`config.mk`:
```
export PLATFORM = sky130hd
export DESIGN_NAME = ssf_front
export DESIGN_NICKNAME = d
export VERILOG_FILES = /design/src/rtl/core/ssf_pkg.sv /design/src/rtl/core/ssf_front.sv
export SDC_FILE = /design/constraint.sdc
export NUM_CORES = 2
export LEC_CHECK = 0
export BUFFER_PORTS_ARGS = -buffer_cell sky130_fd_sc_hd__buf_2
export CAP_MARGIN = 20
export CORE_MARGIN = 4
export CORE_UTILIZATION = 55
export DETAILED_ROUTE_END_ITERATION = 16
export HOLD_SLACK_MARGIN = 0.08
export PLACE_DENSITY = 0.73
export SYNTH_ARGS = -nofsm -noshare
export SYNTH_HDL_FRONTEND = slang
export SYNTH_SLANG_ARGS = --single-unit
```
`constraint.sdc`:
```
create_clock -name clk_i -period 18 [get_ports clk_i]
set_clock_uncertainty 0.15 [all_clocks]
set_input_delay 2.7 -clock clk_i [delete_from_list [all_inputs] [get_ports clk_i]]
set_output_delay 2.7 -clock clk_i [all_outputs]
set_load 0.01 [all_outputs]
```
`src/rtl/core/ssf_pkg.sv`:
```
package ssf_pkg;

  // Default sizes for the top-level parameters
  localparam int unsigned CHUNK_MAX_DEF   = 256;
  localparam int unsigned QUEUE_DEPTH_DEF = 2;

  // Packet framing
  localparam int unsigned PKT_LEN = 14;
  localparam logic [7:0]  HDR0    = 8'hAA;
  localparam logic [7:0]  HDR1    = 8'hBB;

  // Millivolts per volt, the divisor of the scaled product
  localparam logic [9:0] MV_PER_VOLT = 10'd1000;

  // Register reset values
  localparam logic [31:0] GAIN_HIGH_RST = 32'd818241123;
  localparam logic [31:0] GAIN_MID_RST  = 32'd314988190;
  localparam logic [31:0] GAIN_LOW_RST  = 32'd135601952;
  localparam logic [27:0] OFF_HIGH_RST  = 28'd90706372;
  localparam logic [27:0] OFF_MID_RST   = 28'd87672737;
  localparam logic [27:0] OFF_LOW_RST   = 28'd81147724;
  localparam logic [15:0] PERIOD_RST    = 16'd100;
  localparam logic [15:0] WINDOW_RST    = 16'd1000;

  // Configuration register indexes
  typedef enum logic [2:0] {
    CFG_GAIN_HIGH,
    CFG_GAIN_MID,
    CFG_GAIN_LOW,
    CFG_OFF_HIGH,
    CFG_OFF_MID,
    CFG_OFF_LOW,
    CFG_PERIOD,
    CFG_WINDOW
  } cfg_idx_e;

  // Input range selection
  typedef enum logic [1:0] {
    RANGE_HIGH,
    RANGE_MID,
    RANGE_LOW
  } range_e;

  // One measured sample handed from the front end to the back end
  typedef struct packed {
    logic [63:0] stamp;
    logic [11:0] mv;
    range_e      mode;
  } ssf_entry_t;

  // One finished packet payload
  typedef struct packed {
    logic [31:0] fbits;
    logic [63:0] stamp;
  } ssf_pkt_t;

  // Timestamp settings
  typedef struct packed {
    logic [15:0] period;
    logic [15:0] window;
  } ssf_timing_t;

  // Calibration settings, indexed by range_e
  typedef struct packed {
    logic [2:0][31:0] gain;
    logic [2:0][27:0] offset;
  } ssf_cal_t;

endpackage

```
`src/rtl/core/ssf_front.sv`:
```
module ssf_front #(
  parameter int unsigned CHUNK_MAX = ssf_pkg::CHUNK_MAX_DEF
) (
  input  logic                 clk_i,
  input  logic                 rst_ni,
  input  logic                 push_i,
  output logic                 full_o,
  input  logic                 first_i,
  input  logic [63:0]          now_i,
  input  logic [8:0]           count_i,
  input  logic [1:0]           mode_i,
  input  logic                 ok_i,
  input  logic [11:0]          mv_i,
  input  ssf_pkg::ssf_timing_t tcfg_i,
  output logic                 q_push_o,
  output ssf_pkg::ssf_entry_t  q_entry_o,
  input  logic                 q_full_i
);
  import ssf_pkg::*;

  logic        en;
  logic        accept;
  logic [8:0]  count_c;
  range_e      mode_c;
  logic [24:0] prod_c;

  // stage 1: item plus chunk duration
  logic        s1_vld_q;
  logic        s1_first_q;
  logic [63:0] s1_now_q;
  logic [24:0] s1_prod_q;
  logic        s1_ok_q;
  range_e      s1_mode_q;
  logic [11:0] s1_mv_q;

  // stage 2: item plus resync candidates
  logic        s2_vld_q;
  logic        s2_first_q;
  logic [63:0] s2_now_q;
  logic [63:0] s2_base_q;
  logic [63:0] s2_basep_q;
  logic        s2_ok_q;
  range_e      s2_mode_q;
  logic [11:0] s2_mv_q;

  logic [63:0] stamp_q, stamp_d;
  logic [63:0] stamp_use;
  logic [64:0] stamp_ext, now_ext, win_ext;
  logic        over;
  logic        resync;

  // the whole pipe holds only when a measured sample cannot enter the queue
  assign en     = !(s2_vld_q && s2_ok_q && q_full_i);
  assign full_o = !en;
  assign accept = push_i && en;

  // clamp chunk length, fold the unused range code onto the low range
  always_comb begin
    count_c = count_i;
    if (32'(count_i) > CHUNK_MAX) begin
      count_c = 9'(CHUNK_MAX);
    end
    case (mode_i)
      RANGE_HIGH: mode_c = RANGE_HIGH;
      RANGE_MID:  mode_c = RANGE_MID;
      default:    mode_c = RANGE_LOW;
    endcase
    prod_c = 25'(count_c) * 25'(tcfg_i.period);
  end

  // drift test and stamp update
  always_comb begin
    stamp_ext = {1'b0, stamp_q};
    now_ext   = {1'b0, s2_now_q};
    win_ext   = 65'(tcfg_i.window);
    over      = (now_ext > stamp_ext + win_ext) || (stamp_ext > now_ext + win_ext);
    resync    = s2_first_q && ((stamp_q == '0) || over);
    stamp_use = resync ? s2_base_q : stamp_q;
    stamp_d   = resync ? s2_basep_q : stamp_q + 64'(tcfg_i.period);
  end

  assign q_push_o  = en && s2_vld_q && s2_ok_q;
  assign q_entry_o = '{stamp: stamp_use, mv: s2_mv_q, mode: s2_mode_q};

  // control state
  always_ff @(posedge clk_i or negedge rst_ni) begin
    if (!rst_ni) begin
      s1_vld_q <= 1'b0;
      s2_vld_q <= 1'b0;
      stamp_q  <= '0;
    end else if (en) begin
      s1_vld_q <= accept;
      s2_vld_q <= s1_vld_q;
      if (s2_vld_q) begin
        stamp_q <= stamp_d;
      end
    end
  end

  // payload
  always_ff @(posedge clk_i) begin
    if (en) begin
      s1_first_q <= first_i;
      s1_now_q   <= now_i;
      s1_prod_q  <= prod_c;
      s1_ok_q    <= ok_i;
      s1_mode_q  <= mode_c;
      s1_mv_q    <= mv_i;
      s2_first_q <= s1_first_q;
      s2_now_q   <= s1_now_q;
      s2_base_q  <= s1_now_q - 64'(s1_prod_q);
      s2_basep_q <= s1_now_q - 64'(s1_prod_q) + 64'(tcfg_i.period);
      s2_ok_q    <= s1_ok_q;
      s2_mode_q  <= s1_mode_q;
      s2_mv_q    <= s1_mv_q;
    end
  end

  // an item outside a chunk start always steps the stamp by one period
  a_stamp_step: assert property (@(posedge clk_i) disable iff (!rst_ni)
    (en && s2_vld_q && !s2_first_q) |=>
      (stamp_q == $past(stamp_q + 64'(tcfg_i.period))))
    else $error("stamp did not advance by one period");

endmodule

```
Yosys cells after proc, flatten, opt, wreduce, memory -nomap -nowiden
Index checks and enable logic that the tools add are counted.
{ "classes": {"n_bitwise": 1, "n_addsub": 5, "muxes": 4, "magnitude_cmp": 3, "reduce_logical": 12, "eq_ne": 1, "mul": 1} }
{ "op_table": {"columns": ["cell", "count"], "rows": [
  ["$add A64 B16 Y65", 2],
  ["$gt A64 B65 Y1", 2],
  ["$add A64 B16 Y64", 2],
  ["$mux W64", 2],
  ["$logic_not A64 Y1", 1],
  ["$sub A64 B25 Y64", 1],
  ["$mul A9 B16 Y25", 1],
  ["$gt A9 B9 Y1 const B", 1],
  ["$mux W9", 1],
  ["$logic_and A1 B1 Y1", 6],
  ["$pmux W2 S2", 1],
  ["$eq A2 B1 Y1 const B", 1],
  ["$logic_not A2 Y1", 1],
  ["$logic_or A1 B1 Y1", 2],
  ["$reduce_and A2 Y1", 1],
  ["$logic_not A1 Y1", 1],
  ["$not A1 Y1", 1]
]} }
{ "totals": {"wordCells": 43, "reg_bits": 379} }

Logic depth before layout (Yosys ltp)
{ "depth": {"word_depth": 6, "ltp_mapped": 30} }

Worst setup path before layout
Ideal clock, no wire load.
{ "synth_path": {"path_kind": "input to output", "startpoint": "input port q_full_i", "endpoint": "output port full_o", "t_arrival_ns": 11.689, "stages": 2, "required_ns": 15.150, "path_slack_ns": 3.461, "path_buffers": 0, "path_cell_list": "nand3_1 -> inv_1"} }
{ "synth_between": {"elab_chain_cells": 1} }
{ "synth_lines": {"columns": ["item", "line", "text"], "rows": [
  ["start: declaration", "ssf_front.sv:17", "input logic q_full_i"],
  ["$logic_and A1 B1 Y1", "ssf_front.sv:53", "assign en = !(s2_vld_q && s2_ok_q && q_full_i);"],
  ["end: declaration", "ssf_front.sv:7", "output logic full_o,"]
]} }
No other way between the ends.

==> reports/results.ini <==
[layout]
syn_to_final_growth_pct = 10.5
fin_area_um2 = 33100
drive_gt1_share_pct = 12.9
fillerInstances = 4455
finish.utilization_pct = 61.5
num-nets-final = 3676

[clock_network]
cts_sinks = 379
cts-root-buf = clkbuf_16
cts_resized = 0
clockBufferDepth = 3
cts-hold-fix-buffers = 0
path_clk_slew_ps = 60
cts_tree = yes
clk_latency_ps = 600
cts_buffers = 44
post_cts_buffers = 0
htree_num_levels = 2

[synth]
synth_area_leader_cell = edfxtp_1
avgSynthCellArea_um2 = 9.89
synth_commonest_cells = edfxtp_1, nand2_1, ha_1, inv_1, nor2_1
netlist_instances = 3028
ys_async_sr_fraction_pct = 17.4
synth_fp_nets = 3519
yosysMostFrequentCell = edfxtp_1
netlist_area_um2 = 29900
ys_types = 90
yosysSeqAreaShare_pct = 36.9
synth_area_leaders = edfxtp_1, ha_1, fa_1
ys.flop_type = edfxtp_1
synth_edf_count = 313
synth_warnings = 0
ys_ff_latch = 379
synth_top_area_share_pct = 31.4

[detailed_routing]
drt_iter0_drc = 2762
avgRoutedWirePerCell_um = 25.9
avgViaCountPerCell = 6.33
drtPass1Iterations = 6
wirelength_mm = 101
ant_nets = 0
drc = 0
num_vias = 24795

[sta]
tightest_slew_ps = 1210
rsz0062_at_grt = no
finalSetupTns_ps = 0
drv_slew = 0
max_freq_mhz = 74.7
slew_headroom_pct = 19.2
period_share_pct = 74.4
hold_viol = 0
post-route-min-period_ps = 13390
final-setup-viol-count = 0

[floorplanning]
placementRows = 85
die-area_um2 = 58200
start_util_pct = 55.6
ioPinCount = 205
fp.coreArea_um2 = 53800
die_h_um = 241
die_width_um = 241

[setup_path]
worst_ep_required_time_ps = 15150
critical_path_arrival_ps = 10540
slowest_delay_ps = 740
endpoint_kind = output port
cp-start-kind = primary input
crit_top_cell = nor3_1
cp_max_fo = 50
worst-setup-path-type = primary input to output port
cp_slowest_cell = nor3_1

[power_and_ir_drop]
cellPowerDensity_nw_per_um2 = 155
vdd_drop_max_mv = 0.108
p_leak_uw = 0.0138
p_total_uw = 5120

[grt]
grt_max_degree = 84
grt_pass1_vias = 24237
grtUsageTotal_pct = 34.5
antenna_found_initial = 5
grt-ovfl-total = 0
grt_pass1_wl_mm = 151

[place]
placed_area_um2 = 31600
dp_hpwl_mm = 80.0
port_buffers = 204
gp_congestion = 1.00

[outcome]
status = completed

[job]
cap_violations = 0

[worst_hold_path]
min-delay-path-class = register to register

cell families after synthesis:
logic type,after synthesis,synth area share (%)
adders and majority gates,366,17.9
AOI/OAI and AO/OA,515,11.5
and+or+nand+nor,1099,19.0
DFF,379,36.9
xor gates and xnor gates,263,7.74
muxes,73,2.68
buffers and inverters,333,4.30
area by class of cell:
cell class	instances	area [µm²]	share of cell area (%)
multi-input cells	2316	17700	53.3
flip-flops and latches	379	11100	33.4
repair buffers	235	1260	3.80
clock buffers	58	1150	3.49
well taps	696	871	2.63
inverters	209	785	2.37
clock inverters	22	322	0.971
diodes	2	5.00	0.0151
critical path, delay by kind of cell:
kind            cells  cell delay [ps]
compound gates      9             2240
xor+xnor            1              180
fa+ha+maj           3              880
buf+inv             5             1450
mux                 1              410
simple gates       10             2540
cell usage in the layout (no fill, tap or decap), types with 103 or more instances in the layout:
master    count
a21oi_1     129
buf_2       204
edfxtp_1    313
fa_1        104
ha_1        262
inv_1       209
nand2_1     297
nand3_1     103
nor2_1      178
xnor2_1     132
xor2_1      129
power by group:
group | total [µW] | internal, µW | switching, µW
Sequential | 1630 | 1240 | 391
Combinational | 2570 | 1080 | 1500
Clock | 913 | 532 | 381
stage by stage:
step	std cells	hold slack (ps)	setup WS [ps]
finish	3917	266	4610
global route	3917	274	4120
CTS	3910	266	4800
detailed placement	3830	255	4760
global placement	3829	251	5150
floorplan	3028	250	3460
sequential cells by signal, summed over array words and instances (netlist names):
signal      count
s1_prod_q      25
s1_now_q       64
s2_mv_q        12
s2_base_q      64
s1_first_q      1
s1_mv_q        12
s2_ok_q         1
s1_vld_q        1
s2_mode_q       2
s1_ok_q         1
s2_first_q      1
s2_basep_q     64
s1_mode_q       2
stamp_q        64
s2_vld_q        1
s2_now_q       64
per-layer routing:
metal / part of all wire (%) / track usage (%) / up-vias
li1: - / - / 11183
met1: 43 / 50.6 / 12043
met4: 3.7 / 11.5 / 2
met2: 42 / 49.7 / 1331
met3: 11 / 9.40 / 236
met5: 0.012 / 0 / -
path summary, 6_finish.rpt:
check | to | cells after the start | startpoint | slack, ps
max | q_entry_o[23] | 29 | tcfg_i[0] | 4610
min | s2_mv_q[10] | 0 | s1_mv_q[10] | 270
max reg2reg | stamp_q[61] | 27 | stamp_q[1] | 9320
min reg2reg | s2_mv_q[10] | 0 | s1_mv_q[10] | 270
max in group asynchronous | stamp_q[51] | 2 | rst_ni | 14800
min in group asynchronous | stamp_q[49] | 2 | rst_ni | 2160
Power figures use the tool's default switching activity.
