--- config.mk ---
export PLATFORM = sky130hd
export DESIGN_NAME = ssf_serial
export DESIGN_NICKNAME = d
export VERILOG_FILES = /design/src/rtl/core/ssf_pkg.sv /design/src/rtl/core/ssf_serial.sv
export SDC_FILE = /design/constraint.sdc
export NUM_CORES = 1
export LEC_CHECK = 0
export BUFFER_PORTS_ARGS = -buffer_cell sky130_fd_sc_hd__buf_2
export CAP_MARGIN = 20
export CORE_MARGIN = 1.5
export CORE_UTILIZATION = 40
export CTS_CLUSTER_DIAMETER = 30
export DETAILED_ROUTE_END_ITERATION = 6
export SYNTH_ARGS = -nofsm -noshare
export SYNTH_HDL_FRONTEND = slang
export SYNTH_SLANG_ARGS = --single-unit
--- constraint.sdc ---
create_clock -name clk_i -period 10.4 [get_ports clk_i]
set_input_delay 2.08 -clock clk_i [delete_from_list [all_inputs] [get_ports clk_i]]
set_output_delay 2.08 -clock clk_i [all_outputs]
set_load 0.01 [all_outputs]
--- src/rtl/core/ssf_pkg.sv ---
package ssf_pkg;

  // Default sizes for the top-level parameters
  localparam int unsigned CHUNK_MAX_DEF   = 256;
  localparam int unsigned QUEUE_DEPTH_DEF = 2;

  // Packet framing
  localparam int unsigned PKT_LEN = 14;
  localparam logic [7:0]  HDR0    = 8'hAA;
  localparam logic [7:0]  HDR1    = 8'hBB;

  // Millivolts per volt, the divisor of the scaled product
  localparam logic [9:0] MV_PER_VOLT = 10'd1000;

  // Register reset values
  localparam logic [31:0] GAIN_HIGH_RST = 32'd818241123;
  localparam logic [31:0] GAIN_MID_RST  = 32'd314988190;
  localparam logic [31:0] GAIN_LOW_RST  = 32'd135601952;
  localparam logic [27:0] OFF_HIGH_RST  = 28'd90706372;
  localparam logic [27:0] OFF_MID_RST   = 28'd87672737;
  localparam logic [27:0] OFF_LOW_RST   = 28'd81147724;
  localparam logic [15:0] PERIOD_RST    = 16'd100;
  localparam logic [15:0] WINDOW_RST    = 16'd1000;

  // Configuration register indexes
  typedef enum logic [2:0] {
    CFG_GAIN_HIGH,
    CFG_GAIN_MID,
    CFG_GAIN_LOW,
    CFG_OFF_HIGH,
    CFG_OFF_MID,
    CFG_OFF_LOW,
    CFG_PERIOD,
    CFG_WINDOW
  } cfg_idx_e;

  // Input range selection
  typedef enum logic [1:0] {
    RANGE_HIGH,
    RANGE_MID,
    RANGE_LOW
  } range_e;

  // One measured sample handed from the front end to the back end
  typedef struct packed {
    logic [63:0] stamp;
    logic [11:0] mv;
    range_e      mode;
  } ssf_entry_t;

  // One finished packet payload
  typedef struct packed {
    logic [31:0] fbits;
    logic [63:0] stamp;
  } ssf_pkt_t;

  // Timestamp settings
  typedef struct packed {
    logic [15:0] period;
    logic [15:0] window;
  } ssf_timing_t;

  // Calibration settings, indexed by range_e
  typedef struct packed {
    logic [2:0][31:0] gain;
    logic [2:0][27:0] offset;
  } ssf_cal_t;

endpackage

--- src/rtl/core/ssf_serial.sv ---
module ssf_serial (
  input  logic              clk_i,
  input  logic              rst_ni,
  input  logic              in_vld_i,
  output logic              in_rdy_o,
  input  ssf_pkg::ssf_pkt_t pkt_i,
  input  logic              pop_i,
  output logic              empty_o,
  output logic [7:0]        byte_o,
  output logic              last_o
);
  import ssf_pkg::*;

  localparam logic [3:0] LAST_IDX = 4'(PKT_LEN - 1);

  logic         pkt_vld_q;
  logic [3:0]   idx_q;
  ssf_pkt_t     pkt_q;
  logic         out_vld_q;
  logic [7:0]   out_byte_q;
  logic         out_last_q;
  logic         adv, issue, last_idx;
  logic [111:0] pkt_bytes;
  logic [7:0]   byte_c;

  // output register moves when empty or being popped
  assign adv      = !out_vld_q || pop_i;
  assign issue    = adv && pkt_vld_q;
  assign last_idx = (idx_q == LAST_IDX);
  assign in_rdy_o = !pkt_vld_q || (issue && last_idx);

  // packet bytes in send order, little-endian fields
  assign pkt_bytes = {pkt_q.stamp, pkt_q.fbits, HDR1, HDR0};
  assign byte_c    = pkt_bytes[8*idx_q +: 8];

  assign empty_o = !out_vld_q;
  assign byte_o  = out_byte_q;
  assign last_o  = out_last_q;

  // byte counter and output valid
  always_ff @(posedge clk_i or negedge rst_ni) begin
    if (!rst_ni) begin
      pkt_vld_q <= 1'b0;
      idx_q     <= '0;
      out_vld_q <= 1'b0;
    end else begin
      if (in_rdy_o && in_vld_i) begin
        pkt_vld_q <= 1'b1;
        idx_q     <= '0;
      end else if (issue) begin
        if (last_idx) begin
          pkt_vld_q <= 1'b0;
        end else begin
          idx_q <= idx_q + 1'b1;
        end
      end
      if (adv) begin
        out_vld_q <= pkt_vld_q;
      end
    end
  end

  // payload
  always_ff @(posedge clk_i) begin
    if (in_rdy_o && in_vld_i) begin
      pkt_q <= pkt_i;
    end
    if (adv) begin
      out_byte_q <= byte_c;
      out_last_q <= last_idx;
    end
  end

  // a packet never breaks off in the middle
  a_pkt_cont: assert property (@(posedge clk_i) disable iff (!rst_ni)
    (pop_i && out_vld_q && !out_last_q) |=> out_vld_q)
    else $error("packet byte missing after pop");

  a_idx_range: assert property (@(posedge clk_i) disable iff (!rst_ni)
    pkt_vld_q |-> (idx_q <= LAST_IDX))
    else $error("byte index past end of packet");

endmodule

After elaboration in Yosys (flattened, before gate mapping)
Cells that the tools add are included.
{"block": "totals", "regBits": 111, "inputBits": 100, "output_inout_bits": 11, "word_cells": 28}
{"block": "classes", "add_sub_neg": 1, "eq_ne": 2, "n_shift": 1, "n_mux": 6, "reduce_logical": 11}
{"operator": "variable part select 112 x 8 -> 8 bit", "n": 1}
{"operator": "two-way mux 4 bit", "n": 3}
{"operator": "adder 4 x 1 -> 4 bit (second input constant)", "n": 1}
{"operator": "equality test 4 bit (second input constant)", "n": 1}
{"operator": "AND reduction 2 bit", "n": 2}
{"operator": "nonzero test 2 bit", "n": 2}
{"operator": "logical AND 1 bit", "n": 3}
{"operator": "two-way mux 1 bit", "n": 3}
{"operator": "zero test 1 bit", "n": 2}
{"operator": "logical OR 1 bit", "n": 2}
{"operator": "!= test 2 x 1 -> 1 bit (second input constant)", "n": 1}

Logic depth before layout (Yosys ltp)
{"block": "logic_depth", "word_depth": 8, "ltp_mapped": 8, "depth_no_buf": 7}

Worst setup path before layout
No wires, ideal clock.
{"block": "synth_timing", "kind": "input-to-reg", "from": "input pop_i", "to": "register pkt_q (netlist bit pkt_bytes[100]), enable pin", "setup_time_ns": 0.465, "arrival_time_ns": 4.808, "required_ns": 9.935, "path_slack_ns": 5.127, "stages": 3, "n_path_buf": 0, "cell_sequence": "nor2b_1 o21ai_0 and2_1"}
{"block": "synth_via", "elab_chain_cells": 5}
{"item": "from (decl)", "line": "ssf_serial.sv:7", "source": "input logic pop_i,"}
{"item": "logical OR 1 bit", "line": "ssf_serial.sv:27", "source": "assign adv = !out_vld_q || pop_i;"}
{"item": "logical AND 1 bit", "line": "ssf_serial.sv:28", "source": "assign issue = adv && pkt_vld_q;"}
{"item": "logical AND 1 bit", "line": "ssf_serial.sv:30", "source": "assign in_rdy_o = !pkt_vld_q || (issue && last_idx);"}
{"item": "logical OR 1 bit", "line": "ssf_serial.sv:30"}
{"item": "net in_rdy_o", "line": "ssf_serial.sv:5", "source": "output logic in_rdy_o,"}
{"item": "logical AND 1 bit", "line": "ssf_serial.sv:65", "source": "if (in_rdy_o && in_vld_i) begin"}
{"item": "to (signal assigned)", "line": "ssf_serial.sv:66", "source": "pkt_q <= pkt_i;"}
{"item": "to (decl)", "line": "ssf_serial.sv:18", "source": "ssf_pkt_t pkt_q;"}
The timed path passes the listed nets, and every way through them passes these cells.
A chain may end at the register's enable or synchronous reset.

Worst setup path in the final report
{"block": "layout_timing", "from": "input pop_i", "to": "output in_rdy_o"}
{"block": "layout_via", "elab_chain_cells": 4}
{"item": "logical OR 1 bit", "line": "ssf_serial.sv:27"}
{"item": "logical AND 1 bit", "line": "ssf_serial.sv:28"}
{"item": "logical AND 1 bit", "line": "ssf_serial.sv:30"}
{"item": "logical OR 1 bit", "line": "ssf_serial.sv:30"}
{"item": "to (decl)", "line": "ssf_serial.sv:5"}
No other way between the ends.

==> metrics <==
share of post-route cells with drive strength above 1=0.406; vias in the first global route=2425; Final nets=447; Cell Int Power=0.000792 W; register area=3300 um^2; fin. max-slew vios=0; status=finished, final reports clean; slew at the pin closest to its max-slew limit=676 ps; Endpoint, Worst Hold=byte_o[1]$_DFFE_PN_; synth warn=0; fill count=932; post-synth cell types=36; initial core utilization=0.417; Yosys reg bits=111; clk_lat worst skew=370 ps; DRC=0; Buffers on Ports=110; # diodes=0; Critical Path End Type=output pin; synthesized area=4360 um^2; Overall Global Routing Usage=0.148; Setup CP Type=input pin to output pin; Post-Route Utilization=0.498; Finished Cell Area=5220 um^2; setup TNS=0 ps; clock power share=0.226; Layout area overhead=19.6%; clock root buffer=clkbuf_8; worst r2r dst=pkt_bytes[24]$_DFFE_PP_; register area share after synthesis=0.757; first-pass GRT wire length=12.4 mm; final period utilization=0.459; wire length per cell=16.8 um; Routed Antenna Nets=0; Clock Path Buffers=2; post-synthesis xor/xnor area fraction=0; Post-DP HPWL=5.60 mm; main combinational cell family by area after synthesis=multiplexers; Compound-Gate Fraction of Synth Area=0.0528; Placed Cells incl. Taps=470; R2R Setup Slk=7340 ps; Syn Nets=333; row count=37; Die Ht=107 um; Fin Hold WS=653 ps; Final Non-Filler Cells=486; hold buffer count at cts=0; H-tree depth=3; CTS tree=built; Hold Startpoint=pkt_bytes[97]$_DFFE_PP_; Logic pwr share=0.268; mux cell area share after synthesis=0.122; WP data arrival=2700 ps; switching share of total power=0.293; CP Launch Type=input pin; total number of vias=2393; First-pass DRT Iterations=5; Synth Area in Adders=0.00574; worst hold stages=2; Post-CTS Setup Bufs=0; minimum clock period=4780 ps; Cells after Synth=231; P_leak=1.96 nW; Post-Synth Simple-Gate Area=0.0364; Flop pwr share=0.506; CTS Sinks=111; DR iter-0 viols=144; GRT overflow=0; Critical Path RT=8320 ps; TritonCTS Buffers=9; full die area=11500 um^2; Achievable Freq=209 MHz; Net Switching=0.000327 W; Max Cap Viol=0; Post-CTS Resized=0; CP Max Fanout=3; IO Count=111; relative slew slack=0.549; area occupied by multi-input gates=951 um^2; chip width=107 um; Via density=4.92; GPL Wtd Cong=0.726; length in cells of the worst reg-to-reg path=7; Peak VDD IR=0.0000988 V; core area=10500 um^2; Setup Skew=12.9 ps; PD cells=215 nW/um^2; Fin. Hold Viols=0; initial antenna violation count=0; largest net degree at the start of global routing=57; Worst-path clk slew=100 ps; syn avg cell area=18.9 um^2; Routed WL=8.14 mm; class of the most critical hold timing path=register to register; Final setup viols=0; RSZ-0062 raised after global routing=false; area of placed instances=5020 um^2; reg2reg start=idx_q[1]$_DFFE_PN0P_
## worst max-delay path by stage
stage	cells after the start	startpoint	end	slack (ps)
floorplan	3	pop_i	pkt_bytes[100]$_DFFE_PP_	5130
global placement	4	pop_i	in_rdy_o	5650
detailed placement	4	pop_i	in_rdy_o	5620
CTS	4	pop_i	in_rdy_o	5610
global route	4	pop_i	in_rdy_o	5520
finish	4	pop_i	in_rdy_o	5620
## through the flow
stage	power [W]	setup WS, ps
2_1_floorplan	0.000806	5130
3_3_place_gp	0.000878	5650
3_5_place_dp	0.000883	5620
4_1_cts	0.00114	5610
5_1_grt	0.00118	5520
6_report	0.00112	5620
## layout make-up
cell class	count	area share
clock buffer	9	0.0238
clock inverter	7	0.0134
inverter	6	0.00432
multi-input combinational	104	0.182
sequential	111	0.634
tap	136	0.0326
timing repair buffer	113	0.110
## cells in the mapped netlist, drive strengths merged
cell type	count	area share
o21bai	1	0.0017
inv	6	0.0052
a2111oi	1	0.0034
or4	1	0.0017
dfrtp	6	0.034
nand2b	2	0.0029
mux4	14	0.077
and2	1	0.0014
o211ai	4	0.0069
nor2	7	0.0060
and3	1	0.0014
o22ai	1	0.0014
mux2i	17	0.039
nand3	3	0.0034
mux2	2	0.0060
a22o	2	0.0040
nand4	1	0.0014
nand2	8	0.0069
clkbuf	3	0.0026
o32ai	1	0.0020
a31oi	1	0.0014
nor2b	4	0.0057
nand3b	2	0.0034
o21ai	13	0.015
ha	2	0.0057
a21oi	13	0.015
or2b	1	0.0020
buf	7	0.017
edfxtp	105	0.72
a221oi	1	0.0020
## worst max-delay path: stages
cell and delay (ps):
buf_2 100, nor2b_1 170, o21ai_0 160, buf_2 190
## cells in the final DEF, fill, tap and decap left out, drive strengths merged
master / instances
nor2: 7
a2111oi: 1
nand2: 8
or4: 1
a21oi: 13
and2: 1
o32ai: 1
or2b: 1
o21bai: 1
nand3b: 2
o22ai: 1
a22o: 2
nand2b: 2
a31oi: 1
ha: 2
dfrtp: 6
clkbuf: 9
clkinv: 4
nand3: 3
mux2: 2
a221oi: 1
nand4: 1
and3: 1
mux4: 14
inv: 8
mux2i: 17
nor2b: 4
o211ai: 4
bufinv: 1
buf: 113
o21ai: 13
edfxtp: 105
## kinds of logic after synthesis
kind of cell,Yosys count
DFF,111
AOI/OAI and AO/OA,38
muxes,33
and+or+nand+nor,31
buffers and inverters,16
adders and majority gates,2
## power by group through the flow
stage	Combinational (W)	Clock [W]	Sequential, W
6_report	0.000300	0.000253	0.000566
5_1_grt	0.000332	0.000279	0.000572
3_5_place_dp	0.000307	0	0.000576
4_1_cts	0.000308	0.000261	0.000566
2_1_floorplan	0.000231	0	0.000575
3_3_place_gp	0.000303	0	0.000576
## sequential cells by signal, summed over array words and instances (netlist names)
signal and count:
pkt_bytes 96, byte_o 8, idx_q 4, last_o 1, out_vld_q 1, pkt_vld_q 1
## layer usage
layer	global-route usage	part of all wire
met5	0	0
met4	0.0592	0.014
met3	0.0327	0.057
met2	0.238	0.50
met1	0.197	0.43
Power figures use the tool's default switching activity.
