==> src/rtl/core/ssf_pkg.sv <==
package ssf_pkg;

  // Default sizes for the top-level parameters
  localparam int unsigned CHUNK_MAX_DEF   = 256;
  localparam int unsigned QUEUE_DEPTH_DEF = 2;

  // Packet framing
  localparam int unsigned PKT_LEN = 14;
  localparam logic [7:0]  HDR0    = 8'hAA;
  localparam logic [7:0]  HDR1    = 8'hBB;

  // Millivolts per volt, the divisor of the scaled product
  localparam logic [9:0] MV_PER_VOLT = 10'd1000;

  // Register reset values
  localparam logic [31:0] GAIN_HIGH_RST = 32'd818241123;
  localparam logic [31:0] GAIN_MID_RST  = 32'd314988190;
  localparam logic [31:0] GAIN_LOW_RST  = 32'd135601952;
  localparam logic [27:0] OFF_HIGH_RST  = 28'd90706372;
  localparam logic [27:0] OFF_MID_RST   = 28'd87672737;
  localparam logic [27:0] OFF_LOW_RST   = 28'd81147724;
  localparam logic [15:0] PERIOD_RST    = 16'd100;
  localparam logic [15:0] WINDOW_RST    = 16'd1000;

  // Configuration register indexes
  typedef enum logic [2:0] {
    CFG_GAIN_HIGH,
    CFG_GAIN_MID,
    CFG_GAIN_LOW,
    CFG_OFF_HIGH,
    CFG_OFF_MID,
    CFG_OFF_LOW,
    CFG_PERIOD,
    CFG_WINDOW
  } cfg_idx_e;

  // Input range selection
  typedef enum logic [1:0] {
    RANGE_HIGH,
    RANGE_MID,
    RANGE_LOW
  } range_e;

  // One measured sample handed from the front end to the back end
  typedef struct packed {
    logic [63:0] stamp;
    logic [11:0] mv;
    range_e      mode;
  } ssf_entry_t;

  // One finished packet payload
  typedef struct packed {
    logic [31:0] fbits;
    logic [63:0] stamp;
  } ssf_pkt_t;

  // Timestamp settings
  typedef struct packed {
    logic [15:0] period;
    logic [15:0] window;
  } ssf_timing_t;

  // Calibration settings, indexed by range_e
  typedef struct packed {
    logic [2:0][31:0] gain;
    logic [2:0][27:0] offset;
  } ssf_cal_t;

endpackage

==> src/rtl/core/ssf_float.sv <==
module ssf_float (
  input  logic                clk_i,
  input  logic                rst_ni,
  input  logic                in_vld_i,
  output logic                in_rdy_o,
  input  ssf_pkg::ssf_entry_t entry_i,
  input  ssf_pkg::ssf_cal_t   cal_i,
  output logic                out_vld_o,
  input  logic                out_rdy_i,
  output ssf_pkg::ssf_pkt_t   out_pkt_o
);
  import ssf_pkg::*;

  localparam logic [2:0] NORM_STEPS = 3'd6;
  localparam logic [1:0] DIV_STEPS  = 2'd3;
  // bias 127, minus 40 fraction bits, plus quotient msb at bit 52
  localparam logic [7:0] EXP_BASE   = 8'd139;
  // 1000 = 8 * 125; floor(2^38 / 125) leaves the estimate exact or one short
  localparam logic [31:0] RECIP_125 = 32'd2199023255;
  localparam logic [7:0]  DIV_125   = 8'd125;

  // slot A: sign and magnitude of mV*2^16 - offset
  logic        a_vld_q, a_rdy;
  logic        a_sign_q;
  logic [27:0] a_mag_q;
  logic [31:0] a_gain_q;
  logic [63:0] a_stamp_q;
  logic [27:0] mvs, off_sel;
  logic [31:0] gain_sel;
  logic        neg;

  // slot B: full product
  logic        b_vld_q, b_rdy;
  logic        b_sign_q;
  logic [59:0] b_m_q;
  logic [63:0] b_stamp_q;

  // slot C: binary-search normalizer
  logic        c_vld_q, c_rdy, c_done;
  logic [2:0]  c_cnt_q;
  logic [62:0] c_word_q, word_n;
  logic [5:0]  c_sh_q, sh_n;
  logic        c_sign_q, c_zero_q;
  logic [63:0] c_stamp_q;

  // slot D: divide by 1000 as a shift by 3 and a reciprocal multiply for 125
  logic        d_vld_q, d_rdy, d_done;
  logic [1:0]  d_cnt_q;
  logic [31:0] d_y_q;
  logic [63:0] d_prod_q;
  logic [25:0] d_quot_q, quot_est;
  logic [7:0]  d_rem_q, rem_est;
  logic        d_lownz_q;
  logic [5:0]  d_sh_q;
  logic        d_sign_q, d_zero_q;
  logic [63:0] d_stamp_q;

  // rounding
  logic        hi, guard, sticky, up;
  logic [23:0] mant;
  logic [24:0] mant_r;
  logic [7:0]  expo;
  logic [31:0] fbits;

  // handshake chain
  assign d_done   = (d_cnt_q == DIV_STEPS);
  assign d_rdy    = !d_vld_q || (d_done && out_rdy_i);
  assign c_done   = (c_cnt_q == NORM_STEPS);
  assign c_rdy    = !c_vld_q || (c_done && d_rdy);
  assign b_rdy    = !b_vld_q || c_rdy;
  assign a_rdy    = !a_vld_q || b_rdy;
  assign in_rdy_o = a_rdy;

  // offset subtract
  always_comb begin
    off_sel  = cal_i.offset[entry_i.mode];
    gain_sel = cal_i.gain[entry_i.mode];
    mvs      = {entry_i.mv, 16'b0};
    neg      = (mvs < off_sel);
  end

  // normalize step: shift by 32, 16, 8, 4, 2, 1 when the top bits are clear
  always_comb begin
    word_n = c_word_q;
    sh_n   = c_sh_q;
    case (c_cnt_q)
      3'd0: if (c_word_q[62:31] == '0) begin
        word_n = c_word_q << 32;
        sh_n   = c_sh_q + 6'd32;
      end
      3'd1: if (c_word_q[62:47] == '0) begin
        word_n = c_word_q << 16;
        sh_n   = c_sh_q + 6'd16;
      end
      3'd2: if (c_word_q[62:55] == '0) begin
        word_n = c_word_q << 8;
        sh_n   = c_sh_q + 6'd8;
      end
      3'd3: if (c_word_q[62:59] == '0) begin
        word_n = c_word_q << 4;
        sh_n   = c_sh_q + 6'd4;
      end
      3'd4: if (c_word_q[62:61] == '0) begin
        word_n = c_word_q << 2;
        sh_n   = c_sh_q + 6'd2;
      end
      3'd5: if (!c_word_q[62]) begin
        word_n = c_word_q << 1;
        sh_n   = c_sh_q + 6'd1;
      end
      default: ;
    endcase
  end

  // quotient estimate for 125 and its remainder, below 250
  always_comb begin
    quot_est = d_prod_q[63:38];
    rem_est  = 8'(d_y_q - 32'(quot_est) * 32'(DIV_125));
  end

  // round to nearest even; the quotient has 25 or 26 significant bits
  always_comb begin
    hi     = d_quot_q[25];
    mant   = hi ? d_quot_q[25:2] : d_quot_q[24:1];
    guard  = hi ? d_quot_q[1] : d_quot_q[0];
    sticky = (hi && d_quot_q[0]) || (d_rem_q != '0) || d_lownz_q;
    up     = guard && (sticky || mant[0]);
    mant_r = {1'b0, mant} + 25'(up);
    expo   = EXP_BASE - {2'b0, d_sh_q} + {7'b0, hi} + {7'b0, mant_r[24]};
    fbits  = d_zero_q ? '0 : {d_sign_q, expo, mant_r[22:0]};
  end

  assign out_vld_o = d_vld_q && d_done;
  assign out_pkt_o = '{fbits: fbits, stamp: d_stamp_q};

  // control state
  always_ff @(posedge clk_i or negedge rst_ni) begin
    if (!rst_ni) begin
      a_vld_q <= 1'b0;
      b_vld_q <= 1'b0;
      c_vld_q <= 1'b0;
      c_cnt_q <= '0;
      d_vld_q <= 1'b0;
      d_cnt_q <= '0;
    end else begin
      if (a_rdy) begin
        a_vld_q <= in_vld_i;
      end
      if (b_rdy) begin
        b_vld_q <= a_vld_q;
      end
      if (c_rdy) begin
        c_vld_q <= b_vld_q;
        c_cnt_q <= '0;
      end else if (c_vld_q && !c_done) begin
        c_cnt_q <= c_cnt_q + 1'b1;
      end
      if (d_rdy) begin
        d_vld_q <= c_vld_q && c_done;
        d_cnt_q <= '0;
      end else if (d_vld_q && !d_done) begin
        d_cnt_q <= d_cnt_q + 1'b1;
      end
    end
  end

  // datapath
  always_ff @(posedge clk_i) begin
    if (a_rdy && in_vld_i) begin
      a_sign_q  <= neg;
      a_mag_q   <= neg ? off_sel - mvs : mvs - off_sel;
      a_gain_q  <= gain_sel;
      a_stamp_q <= entry_i.stamp;
    end
    if (b_rdy && a_vld_q) begin
      b_sign_q  <= a_sign_q;
      b_m_q     <= 60'(a_mag_q) * 60'(a_gain_q);
      b_stamp_q <= a_stamp_q;
    end
    if (c_rdy && b_vld_q) begin
      c_word_q  <= {3'b0, b_m_q};
      c_sh_q    <= '0;
      c_sign_q  <= b_sign_q;
      c_zero_q  <= (b_m_q == '0);
      c_stamp_q <= b_stamp_q;
    end else if (c_vld_q && !c_done) begin
      c_word_q <= word_n;
      c_sh_q   <= sh_n;
    end
    // top 35 bits divided by 8, the rest only feeds the sticky bit
    if (d_rdy && c_vld_q && c_done) begin
      d_y_q     <= c_word_q[62:31];
      d_lownz_q <= (c_word_q[30:0] != '0);
      d_sh_q    <= c_sh_q;
      d_sign_q  <= c_sign_q;
      d_zero_q  <= c_zero_q;
      d_stamp_q <= c_stamp_q;
    end else if (d_vld_q && !d_done) begin
      case (d_cnt_q)
        2'd0: d_prod_q <= 64'(d_y_q) * 64'(RECIP_125);
        2'd1: begin
          d_quot_q <= quot_est;
          d_rem_q  <= rem_est;
        end
        default: if (d_rem_q >= DIV_125) begin
          d_quot_q <= d_quot_q + 1'b1;
          d_rem_q  <= d_rem_q - DIV_125;
        end
      endcase
    end
  end

  // a normalized nonzero product always leaves a quotient with its msb at 24 or 25
  a_quot_norm: assert property (@(posedge clk_i) disable iff (!rst_ni)
    (d_vld_q && d_done && !d_zero_q) |-> (d_quot_q[25] || d_quot_q[24]))
    else $error("divider quotient not normalized");

endmodule

==> config.mk <==
export PLATFORM = sky130hd
export DESIGN_NAME = ssf_float
export DESIGN_NICKNAME = d
export VERILOG_FILES = /design/src/rtl/core/ssf_pkg.sv /design/src/rtl/core/ssf_float.sv
export SDC_FILE = /design/constraint.sdc
export NUM_CORES = 2
export LEC_CHECK = 0
export CORE_UTILIZATION = 25
export CTS_CLUSTER_SIZE = 40
export DETAILED_ROUTE_END_ITERATION = 6
export DONT_BUFFER_PORTS = 1
export GPL_TIMING_DRIVEN = 0
export PLACE_DENSITY_LB_ADDON = 0.2
export SETUP_SLACK_MARGIN = 0.1
export SLEW_MARGIN = 40
export SYNTH_ARGS = -nofsm -noshare
export SYNTH_HDL_FRONTEND = slang
export SYNTH_SLANG_ARGS = --single-unit
==> constraint.sdc <==
create_clock -name clk_i -period 12.85 [get_ports clk_i]
set_input_delay 1.9275 -clock clk_i [delete_from_list [all_inputs] [get_ports clk_i]]
set_output_delay 1.9275 -clock clk_i [all_outputs]
set_load 0.01 [all_outputs]
After elaboration in Yosys (flattened, before gate mapping)

Index checks and enable logic that the tools add are counted.

Flip-flop bits (word level): 597
Bits of input ports: 262
Word-level logic and storage cells: 153
Output and inout port bits: 98

Add/sub/neg operators: 17
Equality and inequality tests: 20
$lt $le $gt $ge: 3
Mux-type cells: 32
Multiply operators: 3
Reductions and logical operators: 47
Bitwise logic cells: 2

Operators with widths:

| cell                                                 | number |
|---|---|
| 2-to-1 mux 63 bit                                    | 6 |
| case mux 63 bit (6 select lines)                     | 1 |
| 2-to-1 mux 60 bit                                    | 2 |
| binary-select mux 32 bit (select 2 bit)              | 1 |
| multiplier 32 x 32 -> 64 bit (second input constant) | 1 |
| 2-to-1 mux 32 bit                                    | 2 |
| zero test 60 bit                                     | 1 |
| multiplier 28 x 32 -> 60 bit                         | 1 |
| binary-select mux 28 bit (select 2 bit)              | 1 |
| 2-to-1 mux 28 bit                                    | 2 |
| subtractor 28 bit                                    | 2 |
| case mux 26 bit (2 select lines)                     | 1 |
| 2-to-1 mux 6 bit                                     | 6 |
| case mux 6 bit (6 select lines)                      | 1 |
| zero test 32 bit                                     | 1 |
| nonzero test 31 bit                                  | 1 |
| < comparator 28 bit                                  | 1 |
| adder 26 x 1 -> 26 bit (second input constant)       | 1 |
| multiplier 26 x 7 -> 8 bit (second input constant)   | 1 |
| 2-to-1 mux 26 bit                                    | 1 |
| adder 24 x 1 -> 25 bit                               | 1 |
| 2-to-1 mux 24 bit                                    | 1 |
| inequality test 3 bit (second input constant)        | 6 |
| adder 8 x 1 -> 8 bit                                 | 2 |
| 41 further kinds                                     | 80 |

Longest topological paths before layout

Depth in word-level cells: 8
Gate-level depth with buffers: 29
Mapped depth without buffers: 27

Worst setup path before layout

No wires, ideal clock.

Kind: input -> register
Start: input port out_rdy_i
End: register d_vld_q
Library setup time: 0.110 ns
Stages: 3
Arrival time: 10.010 ns
Slack: 2.730 ns
Required time: 12.740 ns
Buffers on the path: 0
Cell sequence: a21oi_1 -> nor3_1 -> or2_2

Word-level cells in the longest chain between the ends: 2

Ends and longest elaborated chain:

| item                 | RTL line         | RTL |
|---|---|---|
| start, declared      | ssf_float.sv:9   | `input logic out_rdy_i,` |
| logical AND 1 bit    | ssf_float.sv:67  | `assign d_rdy = !d_vld_q \|\| (d_done && out_rdy_i);` |
| logical OR 1 bit     | ssf_float.sv:67  |  |
| end signal, assigned | ssf_float.sv:159 | `d_vld_q <= c_vld_q && c_done;` |
| end, declared        | ssf_float.sv:47  | `logic d_vld_q, d_rdy, d_done;` |

No other way between the ends.
A chain may end at the register's enable or synchronous reset.

==> metrics.md <==
| Metric | Value |
|---|---|
| Syn Area/Cell | 10.13 um2 |
| Synthesized instance count | 7009 |
| Placed Area | 0.07646 mm2 |
| Yosys reg bits | 559 |
| Seq/Total Area, Yosys | 23.46% |
| Critical path type | reg -> out |
| Post-route ant nets | 0 |
| Mapped Area | 0.07097 mm2 |
| Post-Syn Nets | 9100 |
| Number of port buffers | 0 |
| Initial DRC Count | 3178 |
| Number of global-route vias before repair | 53.11k |
| R2R depth | 27 |
| Die X-Extent | 534.8 um |
| Routed wire length | 234900 um |
| Drt drc | 0 |
| Share of cells above drive strength 1 | 3.904% |
| TritonRoute pass-1 iters | 5 |
| Longest Clk Path Bufs | 3 |
| Primary FF master, synth | edfxtp_1 |
| Largest net degree at the start of global routing | 45 |
| Layout fillers | 29.94k |
| Wire per inst | 21.46 um |
| Number of synthesized flops with an enable pin | 541 |
| Maximum clock rate | 108.6 MHz |
| Worst setup SP type | register |
| Nets | 9236 |
| Crit. End Element | output pin |
| Clk_lat worst skew | 690 ps |
| Setup TNS | 0 ps |
| Via-per-instance ratio | 4.461 |
| Starting Density | 25.14% |
| Final Hold Viols | 0 |
| WHS Endpoint | c_sign_q |
| Final Worst Setup Slack | 3644 ps |
| CTS Sinks | 559 |
| Die Ht | 534.8 um |
| Dpl hpwl | 197700 um |
| # rows | 195 |
| Vias after detailed routing | 48.82k |
| Worst Hold Launch | b_sign_q |
| Hold_buf cts | 0 |
| Worst EP required | 10920 ps |
| Flop2flop setup slack | 3680 ps |
| Period utilisation layout | 71.64% |
| Area Growth Syn to Fin | 11.06% |
| CP max-delay cell | a2111oi_1 |
| RSZ-0062 raised after global routing | no |
| Run status | completed |
| HP Class | reg -> reg |
| First-pass GRT wire length | 347900 um |
| Worst slew pin tran | 938.7 ps |
| CP Data Arrival Time | 7280 ps |
| Final min period | 9206 ps |
| Number of CTS-inserted buffers | 71 |
| Max incr delay on CP | 670 ps |
| Worst clock skew | 72.07 ps |
| Slew headroom | 36.85% |
| Hold path cells | 0 |
| Remaining Overflow, GRT | 0 |
| Global Route Usage Sum | 16.39% |
| Post-CTS setup buffers | 0 |
| Crit-path max FO | 10 |
| H-Tree Depth | 3 |
| Critical-path cell list | clkbuf_1, buf_1, clkbuf_1, buf_1, nand2_1, a21boi_0, ha_1, nand2_1, a2111oi_1, nand2_1, nor2_1, nand2_1, nor2_1, o2111ai_1, fa_1, o21ai_0, nor2_1, nor2_1, xor2_1, nor2_1 |
| Initial antenna violation count | 16 |
| Max Transition Viols Final | 0 |
| MaxCap Viol Count | 0 |
| Synth Warn # | 0 |
| Clk slew on worst S/H paths | 60 ps |
| Clock root buffer | clkbuf_16 |
| Final setup violation count | 0 |
| FF-to-FF Start | a_gain_q[14] |
| GPL Wtd Cong | 0.9210 |
| Most used cell, CP | nor2_1 |
| Reg2reg end | b_m_q[58] |
| Ports | 360 |
| Post-CTS sizing | 0 |
| Post-Layout Inst Area | 0.07882 mm2 |
| Netlist cell types | 88 |
| DP Worst Slack | 3713 ps |
| Core region area | 0.2823 mm2 |
| Asr flop ratio synth | 1.610% |
| Die area | 0.2860 mm2 |
| CTS tree | yes |
## through the flow
stage,hold WS [ps],std cells,util [%]
after floorplan,400.3,7009,-
after global placement,400.3,10750,26.80
after detailed placement,404.5,10810,27.08
after CTS,379.8,10940,27.91
after global routing,394.6,10940,27.92
final,384.9,10940,27.92
## cell families (layout without fill, tap and decap cells)
family	after synthesis	count (layout)	share of synthesized area, %
buf+inv	1939	2128	10.33
fa+ha+maj	1829	1829	44.41
mux	82	82	1.162
compound gates	774	774	7.067
flops	559	559	23.46
other cells	0	3	0
xor+xnor	176	176	2.172
simple gates	1650	1650	11.41
## worst max-delay path: cells and delay by family, from the launching register on
| family | cells | cell delay, ps |
|---|---|---|
| xor+xnor | 1 | 80 |
| fa+ha+maj | 2 | 710 |
| buf+inv | 4 | 2130 |
| compound gates | 4 | 1360 |
| flops | 1 | 390 |
| simple gates | 9 | 1890 |
## worst max path at each step
stage / start / endpoint / slack, ps
after global placement: out_rdy_i / d_vld_q / -3870
after floorplan: out_rdy_i / d_vld_q / 2730
after detailed placement: d_y_q[26] / d_prod_q[63] / 3710
after global routing: d_quot_q[25] / out_pkt_o[92] / 3070
after CTS: d_quot_q[25] / out_pkt_o[92] / 3490
final: d_quot_q[25] / out_pkt_o[92] / 3640
## routing by layer
metal  part of all wire, %  global-route usage (%)  wire length (um)
met1                    44                   21.36            103800
met2                    48                   27.77            111700
met3                   4.8                   2.416             11360
met4                   3.4                   5.275              7924
met5                 0.017                       0                40
## registers in the layout (all words and copies together), names as in the netlist, 28 cells and up
| signal | cells |
|---|---|
| a_mag_q | 28 |
| b_m_q | 60 |
| c_stamp_q | 64 |
| d_stamp_q | 64 |
| a_stamp_q | 64 |
| a_gain_q | 32 |
| b_stamp_q | 64 |
| c_word_q | 63 |
| d_y_q | 32 |
## area by class of cell
type,instances,area (um2),area share (%)
Clock inverter,43,499.2,0.6334
Buffer,313,1308,1.659
Tap cell,3743,4683,5.942
Antenna cell,3,7.507,0.009524
Clock buffer,83,1822,2.311
Inverter,1626,6106,7.747
Timing Repair Buffer,63,683.2,0.8667
Multi-Input combinational cell,4511,47060,59.71
Sequential cell,559,16650,21.13
## cell usage in the layout (no fill, tap or decap), types with 25 or more instances in the layout
cell / n
inv_1: 1623
fa_1: 1150
nand2_1: 699
ha_1: 679
edfxtp_1: 541
and2_1: 475
clkbuf_1: 233
o21ai_0: 195
nor2_1: 185
a21oi_1: 183
xnor2_1: 98
a22oi_1: 93
a21o_1: 79
mux2i_1: 79
xor2_1: 78
clkbuf_16: 71
clkbuf_2: 65
nand4_1: 62
nand3_1: 49
nor4_1: 36
nor3_1: 30
o21bai_1: 27
nor2b_1: 25
## synth_stat cells, types with 79 or more instances
| cell | count | share of area [%] |
|---|---|---|
| ha_1 | 679 | 12 |
| o21ai_0 | 196 | 1.4 |
| xnor2_1 | 98 | 1.2 |
| inv_1 | 1623 | 8.6 |
| a22oi_1 | 93 | 0.98 |
| edfxtp_1 | 541 | 23 |
| fa_1 | 1150 | 32 |
| a21oi_1 | 184 | 1.3 |
| mux2i_1 | 79 | 1.1 |
| a21o_1 | 79 | 0.84 |
| clkbuf_1 | 287 | 1.5 |
| and2_1 | 477 | 4.2 |
| nor2_1 | 185 | 0.98 |
| nand2_1 | 700 | 3.7 |
Power is not shown: default switching activity piles up to over one toggle a cycle in this logic, so the estimate is an artifact.
